===== src/suv_pkg.sv =====
// Shared constants, codes and types of the song upload validator.
package suv_pkg;

    localparam int SLOT_COUNT = 8;
    localparam int MAX_EVENTS = 65536;

    localparam int CNT_W  = $clog2(MAX_EVENTS + 1);
    localparam int CNT_EXT_W = CNT_W + 1;
    localparam int TIME_W = 27;
    localparam int OUT_CNT_W = 17;
    localparam int MOTOR_COUNT = 6;

    localparam logic [31:0] TIME_LIMIT_MS = 32'd86400000;
    localparam logic [31:0] NOTE_MIN      = 32'd20000;
    localparam logic [31:0] NOTE_MAX      = 32'd4000000;
    localparam logic [7:0]  END_MOTOR     = 8'd255;
    localparam logic [7:0]  MASK_MAX      = 8'd63;
    localparam logic [7:0]  RAW_MODE_MAX  = 8'd7;
    localparam logic [7:0]  DIR_MAX       = 8'd63;

    localparam logic [1:0] CMD_BEGIN  = 2'd0;
    localparam logic [1:0] CMD_EVENT  = 2'd1;
    localparam logic [1:0] CMD_COMMIT = 2'd2;

    localparam logic [7:0] OP_SILENCE = 8'd0;
    localparam logic [7:0] OP_NOTE    = 8'd1;
    localparam logic [7:0] OP_END     = 8'd2;

    typedef enum logic [2:0] {
        ERR_OK        = 3'd0,
        ERR_BAD_BEGIN = 3'd1,
        ERR_BAD_EVENT = 3'd2,
        ERR_SEQUENCE  = 3'd3,
        ERR_UNKNOWN   = 3'd4
    } err_t;

    typedef struct packed {
        logic [1:0]  command;
        logic [7:0]  slot;
        logic [31:0] event_total;
        logic [7:0]  motor_mask;
        logic [7:0]  raw_mode;
        logic [7:0]  direction_bits;
        logic [31:0] time_ms;
        logic [7:0]  motor;
        logic [7:0]  opcode;
        logic [31:0] event_value;
    } item_t;

    typedef struct packed {
        logic                      open_flag;
        logic [CNT_W-1:0]          expected_events;
        logic [CNT_W-1:0]          accepted_events;
        logic [TIME_W-1:0]         last_time;
        logic                      end_flag;
        logic [MOTOR_COUNT-1:0]    enabled_motors;
    } state_t;

    typedef struct packed {
        logic [2:0]            error_code;
        logic                  open_after;
        logic [OUT_CNT_W-1:0]  events_accepted;
        logic                  end_seen;
        logic                  committed;
    } result_t;

endpackage


===== src/suv_in_if.sv =====
// Input channel of the song upload validator.
interface suv_in_if;
    logic        valid;
    logic        ready;
    logic [1:0]  command;
    logic [7:0]  slot;
    logic [31:0] event_total;
    logic [7:0]  motor_mask;
    logic [7:0]  raw_mode;
    logic [7:0]  direction_bits;
    logic [31:0] time_ms;
    logic [7:0]  motor;
    logic [7:0]  opcode;
    logic [31:0] event_value;

    modport source (
        output valid, command, slot, event_total, motor_mask, raw_mode,
               direction_bits, time_ms, motor, opcode, event_value,
        input  ready
    );
    modport sink (
        input  valid, command, slot, event_total, motor_mask, raw_mode,
               direction_bits, time_ms, motor, opcode, event_value,
        output ready
    );
endinterface


===== src/suv_out_if.sv =====
// Result channel of the song upload validator.
interface suv_out_if;
    logic        valid;
    logic        ready;
    logic [2:0]  error_code;
    logic        open_after;
    logic [16:0] events_accepted;
    logic        end_seen;
    logic        committed;

    modport source (
        output valid, error_code, open_after, events_accepted, end_seen, committed,
        input  ready
    );
    modport sink (
        input  valid, error_code, open_after, events_accepted, end_seen, committed,
        output ready
    );
endinterface


===== src/song_upload_validator.sv =====
// Top level of the song upload validator: input register, checks, result register.
//
// Accepts one item per clock cycle sustained while the result side does not stall, and
// returns exactly one result per item; the result is written from the checks on the
// input register into the result register. An item is
// captured in the input register; in the next cycle the checks run against the
// upload state, and the state and the result register are written together, so
// consecutive items see each other's updates with no gap. A stall on the result
// side holds the result register; the input register still takes one more item.
module song_upload_validator (
    input  logic clk,
    input  logic rst_n,
    suv_in_if.sink    req,
    suv_out_if.source rsp
);

    logic             in_valid_reg;
    suv_pkg::item_t   item_reg;
    logic             out_valid_reg;
    suv_pkg::result_t result_reg;
    suv_pkg::state_t  state_reg;
    suv_pkg::state_t  state_next;
    suv_pkg::result_t result_next;
    logic             advance;
    logic             take;

    assign advance   = in_valid_reg && (!out_valid_reg || rsp.ready);
    assign req.ready = !in_valid_reg || advance;
    assign take      = req.valid && req.ready;

    suv_checker u_checker (
        .item       (item_reg),
        .state      (state_reg),
        .state_next (state_next),
        .result     (result_next)
    );

    always_ff @(posedge clk or negedge rst_n)
    begin
        if (!rst_n)
        begin
            in_valid_reg  <= 1'b0;
            out_valid_reg <= 1'b0;
            state_reg     <= '0;
        end
        else
        begin
            if (take)
            begin
                in_valid_reg <= 1'b1;
            end
            else if (advance)
            begin
                in_valid_reg <= 1'b0;
            end
            if (advance)
            begin
                out_valid_reg <= 1'b1;
                state_reg     <= state_next;
            end
            else if (rsp.ready)
            begin
                out_valid_reg <= 1'b0;
            end
        end
    end

    always_ff @(posedge clk)
    begin
        if (take)
        begin
            item_reg.command        <= req.command;
            item_reg.slot           <= req.slot;
            item_reg.event_total    <= req.event_total;
            item_reg.motor_mask     <= req.motor_mask;
            item_reg.raw_mode       <= req.raw_mode;
            item_reg.direction_bits <= req.direction_bits;
            item_reg.time_ms        <= req.time_ms;
            item_reg.motor          <= req.motor;
            item_reg.opcode         <= req.opcode;
            item_reg.event_value    <= req.event_value;
        end
        if (advance)
        begin
            result_reg <= result_next;
        end
    end

    assign rsp.valid           = out_valid_reg;
    assign rsp.error_code      = result_reg.error_code;
    assign rsp.open_after      = result_reg.open_after;
    assign rsp.events_accepted = result_reg.events_accepted;
    assign rsp.end_seen        = result_reg.end_seen;
    assign rsp.committed       = result_reg.committed;

endmodule


===== src/suv_checker.sv =====
// Per-item checks and next upload state of the song upload validator.
module suv_checker (
    input  suv_pkg::item_t   item,
    input  suv_pkg::state_t  state,
    output suv_pkg::state_t  state_next,
    output suv_pkg::result_t result
);

    logic         begin_ok;
    logic         content_ok;
    logic         room_left;
    logic         motor_enabled;
    logic [31:0]  last_time_ext;
    logic [suv_pkg::CNT_EXT_W-1:0] acc_plus_one;
    suv_pkg::err_t err;
    logic         commit_ok;

    assign last_time_ext = 32'(state.last_time);
    assign acc_plus_one  = suv_pkg::CNT_EXT_W'(state.accepted_events)
                         + suv_pkg::CNT_EXT_W'(1);
    assign room_left     = state.accepted_events < state.expected_events;
    assign motor_enabled = state.enabled_motors[item.motor[2:0]];

    assign begin_ok = (item.slot < 8'(suv_pkg::SLOT_COUNT))
                   && (item.event_total != 32'd0)
                   && (item.event_total <= 32'(suv_pkg::MAX_EVENTS))
                   && (item.motor_mask != 8'd0)
                   && (item.motor_mask <= suv_pkg::MASK_MAX)
                   && (item.raw_mode <= suv_pkg::RAW_MODE_MAX)
                   && (item.direction_bits <= suv_pkg::DIR_MAX);

    always_comb
    begin
        content_ok = 1'b0;
        if (state.end_flag || (item.time_ms < last_time_ext)
            || (item.time_ms > suv_pkg::TIME_LIMIT_MS))
        begin
            content_ok = 1'b0;
        end
        else if (item.opcode == suv_pkg::OP_END)
        begin
            content_ok = (item.motor == suv_pkg::END_MOTOR) && (item.event_value == 32'd0)
                      && (acc_plus_one == suv_pkg::CNT_EXT_W'(state.expected_events));
        end
        else if ((item.opcode == suv_pkg::OP_SILENCE) || (item.opcode == suv_pkg::OP_NOTE))
        begin
            if ((item.motor < 8'(suv_pkg::MOTOR_COUNT)) && motor_enabled)
            begin
                if (item.opcode == suv_pkg::OP_SILENCE)
                begin
                    content_ok = item.event_value == 32'd0;
                end
                else
                begin
                    content_ok = (item.event_value >= suv_pkg::NOTE_MIN)
                              && (item.event_value <= suv_pkg::NOTE_MAX);
                end
            end
        end
    end

    always_comb
    begin
        state_next = state;
        err        = suv_pkg::ERR_OK;
        commit_ok  = 1'b0;
        case (item.command)
            suv_pkg::CMD_BEGIN:
            begin
                state_next.accepted_events = '0;
                state_next.end_flag        = 1'b0;
                state_next.last_time       = '0;
                if (begin_ok)
                begin
                    state_next.expected_events = item.event_total[suv_pkg::CNT_W-1:0];
                    state_next.enabled_motors  = item.motor_mask[suv_pkg::MOTOR_COUNT-1:0];
                    state_next.open_flag       = 1'b1;
                end
                else
                begin
                    err = suv_pkg::ERR_BAD_BEGIN;
                end
            end
            suv_pkg::CMD_EVENT:
            begin
                if (!state.open_flag || !room_left)
                begin
                    err = suv_pkg::ERR_SEQUENCE;
                end
                else if (!content_ok)
                begin
                    err = suv_pkg::ERR_BAD_EVENT;
                end
                else
                begin
                    state_next.last_time       = item.time_ms[suv_pkg::TIME_W-1:0];
                    state_next.end_flag        = item.opcode == suv_pkg::OP_END;
                    state_next.accepted_events = acc_plus_one[suv_pkg::CNT_W-1:0];
                end
            end
            suv_pkg::CMD_COMMIT:
            begin
                if (!state.open_flag || (state.accepted_events != state.expected_events)
                    || !state.end_flag)
                begin
                    err = suv_pkg::ERR_SEQUENCE;
                end
                else
                begin
                    commit_ok = 1'b1;
                end
                state_next.open_flag = 1'b0;
            end
            default:
            begin
                err = suv_pkg::ERR_UNKNOWN;
            end
        endcase
        if (err != suv_pkg::ERR_OK)
        begin
            state_next.open_flag = 1'b0;
        end
    end

    assign result.error_code      = err;
    assign result.open_after      = state_next.open_flag;
    assign result.events_accepted = suv_pkg::OUT_CNT_W'(state_next.accepted_events);
    assign result.end_seen        = state_next.end_flag;
    assign result.committed       = commit_ok;

endmodule

===== src/flat_wrapper.sv =====
// flat-port wrapper written by rule: the top's interface ports become plain ports
module song_upload_validator_flat 
  (clk, rst_n, req_valid, req_command, req_slot, req_event_total, req_motor_mask, req_raw_mode, req_direction_bits, req_time_ms, req_motor, req_opcode, req_event_value, req_ready, rsp_valid, rsp_error_code, rsp_open_after, rsp_events_accepted, rsp_end_seen, rsp_committed, rsp_ready);
  suv_in_if req_i ();
  suv_out_if rsp_i ();
  input  logic clk;
  input  logic rst_n;
  input wire logic [$bits(req_i.valid)-1:0] req_valid;
  input wire logic [$bits(req_i.command)-1:0] req_command;
  input wire logic [$bits(req_i.slot)-1:0] req_slot;
  input wire logic [$bits(req_i.event_total)-1:0] req_event_total;
  input wire logic [$bits(req_i.motor_mask)-1:0] req_motor_mask;
  input wire logic [$bits(req_i.raw_mode)-1:0] req_raw_mode;
  input wire logic [$bits(req_i.direction_bits)-1:0] req_direction_bits;
  input wire logic [$bits(req_i.time_ms)-1:0] req_time_ms;
  input wire logic [$bits(req_i.motor)-1:0] req_motor;
  input wire logic [$bits(req_i.opcode)-1:0] req_opcode;
  input wire logic [$bits(req_i.event_value)-1:0] req_event_value;
  output wire logic [$bits(req_i.ready)-1:0] req_ready;
  output wire logic [$bits(rsp_i.valid)-1:0] rsp_valid;
  output wire logic [$bits(rsp_i.error_code)-1:0] rsp_error_code;
  output wire logic [$bits(rsp_i.open_after)-1:0] rsp_open_after;
  output wire logic [$bits(rsp_i.events_accepted)-1:0] rsp_events_accepted;
  output wire logic [$bits(rsp_i.end_seen)-1:0] rsp_end_seen;
  output wire logic [$bits(rsp_i.committed)-1:0] rsp_committed;
  input wire logic [$bits(rsp_i.ready)-1:0] rsp_ready;
  assign req_i.valid = req_valid;
  assign req_i.command = req_command;
  assign req_i.slot = req_slot;
  assign req_i.event_total = req_event_total;
  assign req_i.motor_mask = req_motor_mask;
  assign req_i.raw_mode = req_raw_mode;
  assign req_i.direction_bits = req_direction_bits;
  assign req_i.time_ms = req_time_ms;
  assign req_i.motor = req_motor;
  assign req_i.opcode = req_opcode;
  assign req_i.event_value = req_event_value;
  assign req_ready = req_i.ready;
  assign rsp_valid = rsp_i.valid;
  assign rsp_error_code = rsp_i.error_code;
  assign rsp_open_after = rsp_i.open_after;
  assign rsp_events_accepted = rsp_i.events_accepted;
  assign rsp_end_seen = rsp_i.end_seen;
  assign rsp_committed = rsp_i.committed;
  assign rsp_i.ready = rsp_ready;
  song_upload_validator u_core (.clk(clk), .rst_n(rst_n), .req(req_i), .rsp(rsp_i));
endmodule

===== config.mk =====
export PLATFORM = sky130hd
export DESIGN_NAME = song_upload_validator_flat
export DESIGN_NICKNAME = d
export VERILOG_FILES = /design/src/suv_pkg.sv /design/src/suv_in_if.sv /design/src/suv_out_if.sv /design/src/song_upload_validator.sv /design/src/suv_checker.sv /design/src/flat_wrapper.sv
export SDC_FILE = /design/constraint.sdc
export NUM_CORES = 1
export LEC_CHECK = 0
export ABC_AREA = 1
export BUFFER_PORTS_ARGS = -buffer_cell sky130_fd_sc_hd__buf_4
export CORE_ASPECT_RATIO = 1.2
export CORE_MARGIN = 3
export CORE_UTILIZATION = 50
export DETAILED_ROUTE_END_ITERATION = 8
export GPL_ROUTABILITY_DRIVEN = 0
export GPL_TIMING_DRIVEN = 0
export PLACE_DENSITY_LB_ADDON = 0.12
export SYNTH_ARGS = -nofsm -noshare
export SYNTH_HDL_FRONTEND = slang
export SYNTH_SLANG_ARGS = --single-unit

===== constraint.sdc =====
create_clock -name clk -period 3.3 [get_ports clk]
set_input_delay 0 -clock clk [delete_from_list [all_inputs] [get_ports clk]]
set_output_delay 0 -clock clk [all_outputs]
set_load 0.01 [all_outputs]

Word level (Yosys, flattened, before mapping)
Cells that the tools add are included.
- logic and storage cells: 104
- memories kept: 0
- bits in read-only memories: 0
- bits in writable memories: 0
- latch bits: 0
- bits in registers: 240
- input bits: 150
- shifts and indexed selects: 0
- reductions and logical operators: 36
- $mul: 0
- $lt $le $gt $ge: 12
- div/mod/pow operators: 0
- add/subtract/negate cells: 1
- equal/unequal tests: 9
- bitwise gates (word level): 0
- mux-type cells: 23
- operators by type and width (operator ; number):
    two-way mux 45 bit ; 2
    one-hot mux 45 bit (2 select lines) ; 1
    >= comparator 32 x 15 -> 1 bit, second input constant ; 1
    greater-than comparator 32 x 27 -> 1 bit, second input constant ; 1
    less-or-equal comparator 32 x 17 -> 1 bit, second input constant ; 1
    less-or-equal comparator 32 x 22 -> 1 bit, second input constant ; 1
    zero test 32 bit ; 1
    less-than comparator 32 x 27 -> 1 bit ; 1
    nonzero test 32 bit ; 1
    adder 17 x 1 -> 18 bit, second input constant ; 1
    == test 18 x 17 -> 1 bit ; 1
    two-way mux 18 bit ; 1
    less-than comparator 17 bit ; 1
    inequality test 17 bit ; 1
    less-or-equal comparator 8 x 6 -> 1 bit, second input constant ; 2
    two-way mux 1 bit ; 13
    logical AND 1 bit ; 12
    one-hot mux 3 bit (3 select lines) ; 1
    == test 8 x 1 -> 1 bit, second input constant ; 1
    == test 8 x 2 -> 1 bit, second input constant ; 1
    == test 8 bit, second input constant ; 1
    less-or-equal comparator 8 x 3 -> 1 bit, second input constant ; 1
    zero test 8 bit ; 1
    logical OR 1 bit ; 8
    other kinds (17) ; 25

Logic depth before layout (Yosys ltp)
- depth after elaboration: 12
- gate-level depth with buffers: 21
- depth with buffers taken out: 20

Hierarchy
From an unflattened synthesis, not the netlist that was laid out.
- cell total of the unflattened synthesis: 1420
- area, all modules: 12657.1 sq um
- modules (own cells, without submodules) (module ; cells an instance ; area each (sq um) ; times used ; seq. area each (sq um)):
    song_upload_validator ; 478 ; 7887.6 ; 1 ; 6851.6
    suv_checker ; 942 ; 4769.6 ; 1 ; 0.0

Worst setup path before layout
OpenSTA, ideal clock, no wires.
- kind: flip-flop to flip-flop
- from: register u_core.out_valid_reg, in the netlist u_core.rsp.valid
- to: register u_core.item_reg[0] (netlist name), enable pin
- required time: 2.813 ns
- path buffers: 0
- cell stages (with the launch flop): 4
- setup slack: -0.463 ns
- arrival: 3.276 ns
- path through: dfrtp_1 -> nand3_1 -> nand2_1 -> inv_1
- cells in the longest elaborated chain, start to end: 5
- ends and longest elaborated chain (what ; RTL line ; text):
    from (decl) ; song_upload_validator.sv:19 ; logic out_valid_reg;
    from (signal assigned) ; song_upload_validator.sv:43 ; out_valid_reg <= 1'b0;
    from (signal assigned) ; song_upload_validator.sv:58 ; out_valid_reg <= 1'b1;
    from (signal assigned) ; song_upload_validator.sv:63 ; out_valid_reg <= 1'b0;
    zero test 1 bit ; song_upload_validator.sv:27 ; assign advance = in_valid_reg && (!out_valid_reg || rsp.ready);
    logical OR 1 bit ; song_upload_validator.sv:27 ;
    logical AND 1 bit ; song_upload_validator.sv:27 ;
    logical OR 1 bit ; song_upload_validator.sv:28 ; assign req.ready = !in_valid_reg || advance;
    net req_ready ; flat_wrapper.sv:19 ; output wire logic [$bits(req_i.ready)-1:0] req_ready;
    logical AND 1 bit ; song_upload_validator.sv:29 ; assign take = req.valid && req.ready;
    net u_core.take ; song_upload_validator.sv:25 ; logic take;
    to (decl) ; song_upload_validator.sv:18 ; suv_pkg::item_t item_reg;
The timed path passes the listed nets, and every way through them passes these cells.
A chain may end at the register's enable or synchronous reset.

==> results_dict.tcl <==
set metrics [dict create \
    hp-class "input port to asynchronous set/reset pin" \
    synth.most_common_cell "nand2_1" \
    yosys-top-cells-count "nand2_1 (240), edfxtp_1 (157), nor2_1 (139)" \
    period_share 0.914 \
    async_flop_share 0.311 \
    die_y_microns 166 \
    avgSynthCellArea_sq_um 10.2 \
    grt_usage 0.215 \
    syn_nets 1238 \
    wirelength_microns 25100 \
    areaGrowthSynthToFinish_pct 35.7 \
    largest_register_ffs 134 \
    ys_seq_area_frac 0.611 \
    num_rows 57 \
    numCtsBuffers 24 \
    tritoncts "built" \
    slowest_delay_ns 0.43 \
    combPwrFrac 0.100 \
    clockRootBuffer "clkbuf_16" \
    routedWlPerCell_microns 15.1 \
    status "complete, no violations" \
    fin_skew_ns 0.0126 \
    power_mw 6.69 \
    crit_family "simple AND/OR/NAND/NOR gates" \
    first_pass_iters 7 \
    hpwl_microns 16600 \
    crit_chain "ha_1, nand2_2, nor2_2, nand2_1, nor2_2, xnor3_1, nor2_1, nand3_1, nand2_1, nand2_1, inv_2, nand2_2, buf_6, buf_6, o22ai_1" \
    whs_ns 0.163 \
    critPathMostFrequentCell "nand2_1" \
    synth_top_family_by_area "simple AND/OR/NAND/NOR gates" \
    fillers 1475 \
    slowest_stage "dfrtp_1" \
    power.leakage_nw 6.35 \
    utilization 0.702 \
    crit_path_start_kind "flop" \
    fmax_ghz 0.332 \
    grt_max_degree 72 \
    rsz0062_at_grt "false" \
    maxCapViolations 0 \
    synth_cell_types 35 \
    vias 8325 \
    criticalPathCategory "flop to flop" \
    synth_cells 1044 \
    grt_pass1_wl_microns 40900 \
    cts_num_sinks 228 \
    drc 0 \
    worst_pin_slew_ns 1.01 \
    internal-power_mw 5.20 \
    ys_ff_latch 228 \
    yosysWarnings 0 \
    ant_nets 0 \
    final_nets 1568 \
    p_per_area_nw_per_um2 463 \
    ir_drop_v 0.000493 \
    synth_compound_area_frac 0.0474 \
    initial_utilization 0.518 \
    layout-drive-gt1-share 0.177 \
    synth.area.mux_share 0.0212 \
    setup_viol 0 \
    antenna_found_initial 2 \
    slew_violations 0 \
    yosys.area_share.xor_xnor 0.0180 \
    swShare 0.222 \
    pwr-share-seq 0.502 \
    yosys.area_share.simple 0.194 \
    min_period_ns 3.02 \
    critical_path_arrival_ns 3.33 \
    path_clk_slew_ns 0.07 \
    critPathMaxFanout 10 \
    dr.first_iter.drc_count 455 \
    slew-limit-headroom 0.320 \
    yosys.area.top_type_share 0.443 \
    ios 175 \
    crit_buf_inv 3 \
    die_w_microns 139 \
    synth_area_sq_um 10600 \
    grt_overflow 0 \
    crit_cells 15 \
    cp.required_ns 3.61 \
    r2r_cells 15 \
    synthTopCellsByArea "edfxtp_1 (44%), dfrtp_1 (17%), nand2_1 (8.5%)" \
    synth_flop_cell "edfxtp_1" \
    power.share.clock 0.398 \
    htree_levels 1 \
    yosys.area.top_type "edfxtp_1" \
    grt_pass1_vias 8381 \
    core_region_area_sq_um 20500 \
    io_buffers 162 \
    p_sw_mw 1.49 \
    design.die.area_sq_um 23100 \
    routed_via_density 5.02 \
    insertion_delay_ns 0.51 \
    clockBufferDepth 3 \
    synth_adder_area_share 0.0518 \
    endpoint_kind "flop" \
    hold_viol 0 \
    synth_edf_count 157 \
]
[kinds of logic after synthesis]
group,count (synthesis)
adder cells (fa/ha/maj),44
buffers and inverters,153
AO/OA/AOI/OAI,95
flip-flops,228
AND/OR/NAND/NOR,490
XOR/XNOR,14
multiplexers,20
[per-layer routing]
| metal | up-vias | wire length, microns | GRT usage |
|---|---|---|---|
| met5 | - | 0 | 0 |
| met4 | 0 | 499 | 0.0553 |
| met3 | 39 | 1450 | 0.0360 |
| met2 | 237 | 12600 | 0.381 |
| met1 | 3883 | 10500 | 0.276 |
| li1 | 4166 | - | - |
[path summary, 6_finish.rpt]
check	startpoint	end	slack [ns]
setup / recovery	u_core.state_reg[35]	u_core.rsp.events_accepted[10]	0.28
hold / removal	rst_n	u_core.state_reg[18]	0.16
max in group asynchronous	rst_n	u_core.state_reg[42]	2.49
setup reg to reg	u_core.state_reg[35]	u_core.rsp.events_accepted[10]	0.28
hold reg to reg	u_core.state_reg[67]	u_core.state_reg[67]	0.50
min in group clk	req_opcode[4]	u_core.item_reg[36]	0.20
[timing repair]
item	in CTS	in global routing
buffers inserted	0	0
setup endpoints to repair	0	0
hold buffers	139	0
hold endpoints to repair	207	0
resized for setup	0	0
[worst reg2reg max path, delay by kind of cell, from the launching register on]
kind	cells	cell delay (ns)
adder cells (fa/ha/maj)	1	0.26
flip-flops	1	0.43
AO/OA/AOI/OAI	1	0.24
XOR/XNOR	1	0.24
buffers and inverters	3	0.43
AND/OR/NAND/NOR	9	1.22
[layout make-up]
type | instances | area (sq um) | area share
buffer | 18 | 105 | 0.00728
clock buffer | 38 | 726 | 0.0503
timing repair buffer | 304 | 2670 | 0.185
antenna | 2 | 5.00 | 0.000347
inverter | 135 | 510 | 0.0354
multi-input combinational | 663 | 3530 | 0.245
tap | 265 | 332 | 0.0230
sequential | 228 | 6490 | 0.450
clock inverter | 6 | 61.3 | 0.00425
[layout by cell type, fill, tap and decap left out, drive strengths merged, types with 23 or more instances in the layout]
master | synthesis | layout
ha | 44 | 44
nor2 | 143 | 143
nand2 | 245 | 245
dlygate4sd3 | 0 | 139
nand3 | 48 | 48
edfxtp | 157 | 157
dfrtp | 71 | 71
o21ai | 57 | 57
clkbuf | 5 | 43
a21oi | 23 | 23
inv | 135 | 135
buf | 13 | 178
[stage by stage]
step | setup slack, ns | area [sq um] | setup TNS, ns | std cells
2_1_floorplan | 0.203 | 10600 | 0 | 1044
3_3_place_gp | -0.553 | 12200 | -72.13 | 1471
3_5_place_dp | 0.359 | 12200 | 0 | 1474
4_1_cts | 0.319 | 14400 | 0 | 1657
5_1_grt | 0.0582 | 14400 | 0 | 1659
6_report | 0.284 | 14400 | 0 | 1659
[power by group through the flow]
stage          sequential, mW  combinational, mW  clock [mW]
6_report                 3.36              0.667        2.66
5_1_grt                  3.37              0.740        2.85
4_1_cts                  3.35              0.666        2.71
3_5_place_dp             3.41              0.530           0
3_3_place_gp             3.42              0.502           0
2_1_floorplan            3.41              0.224           0
(Power assumes the default switching activity.)
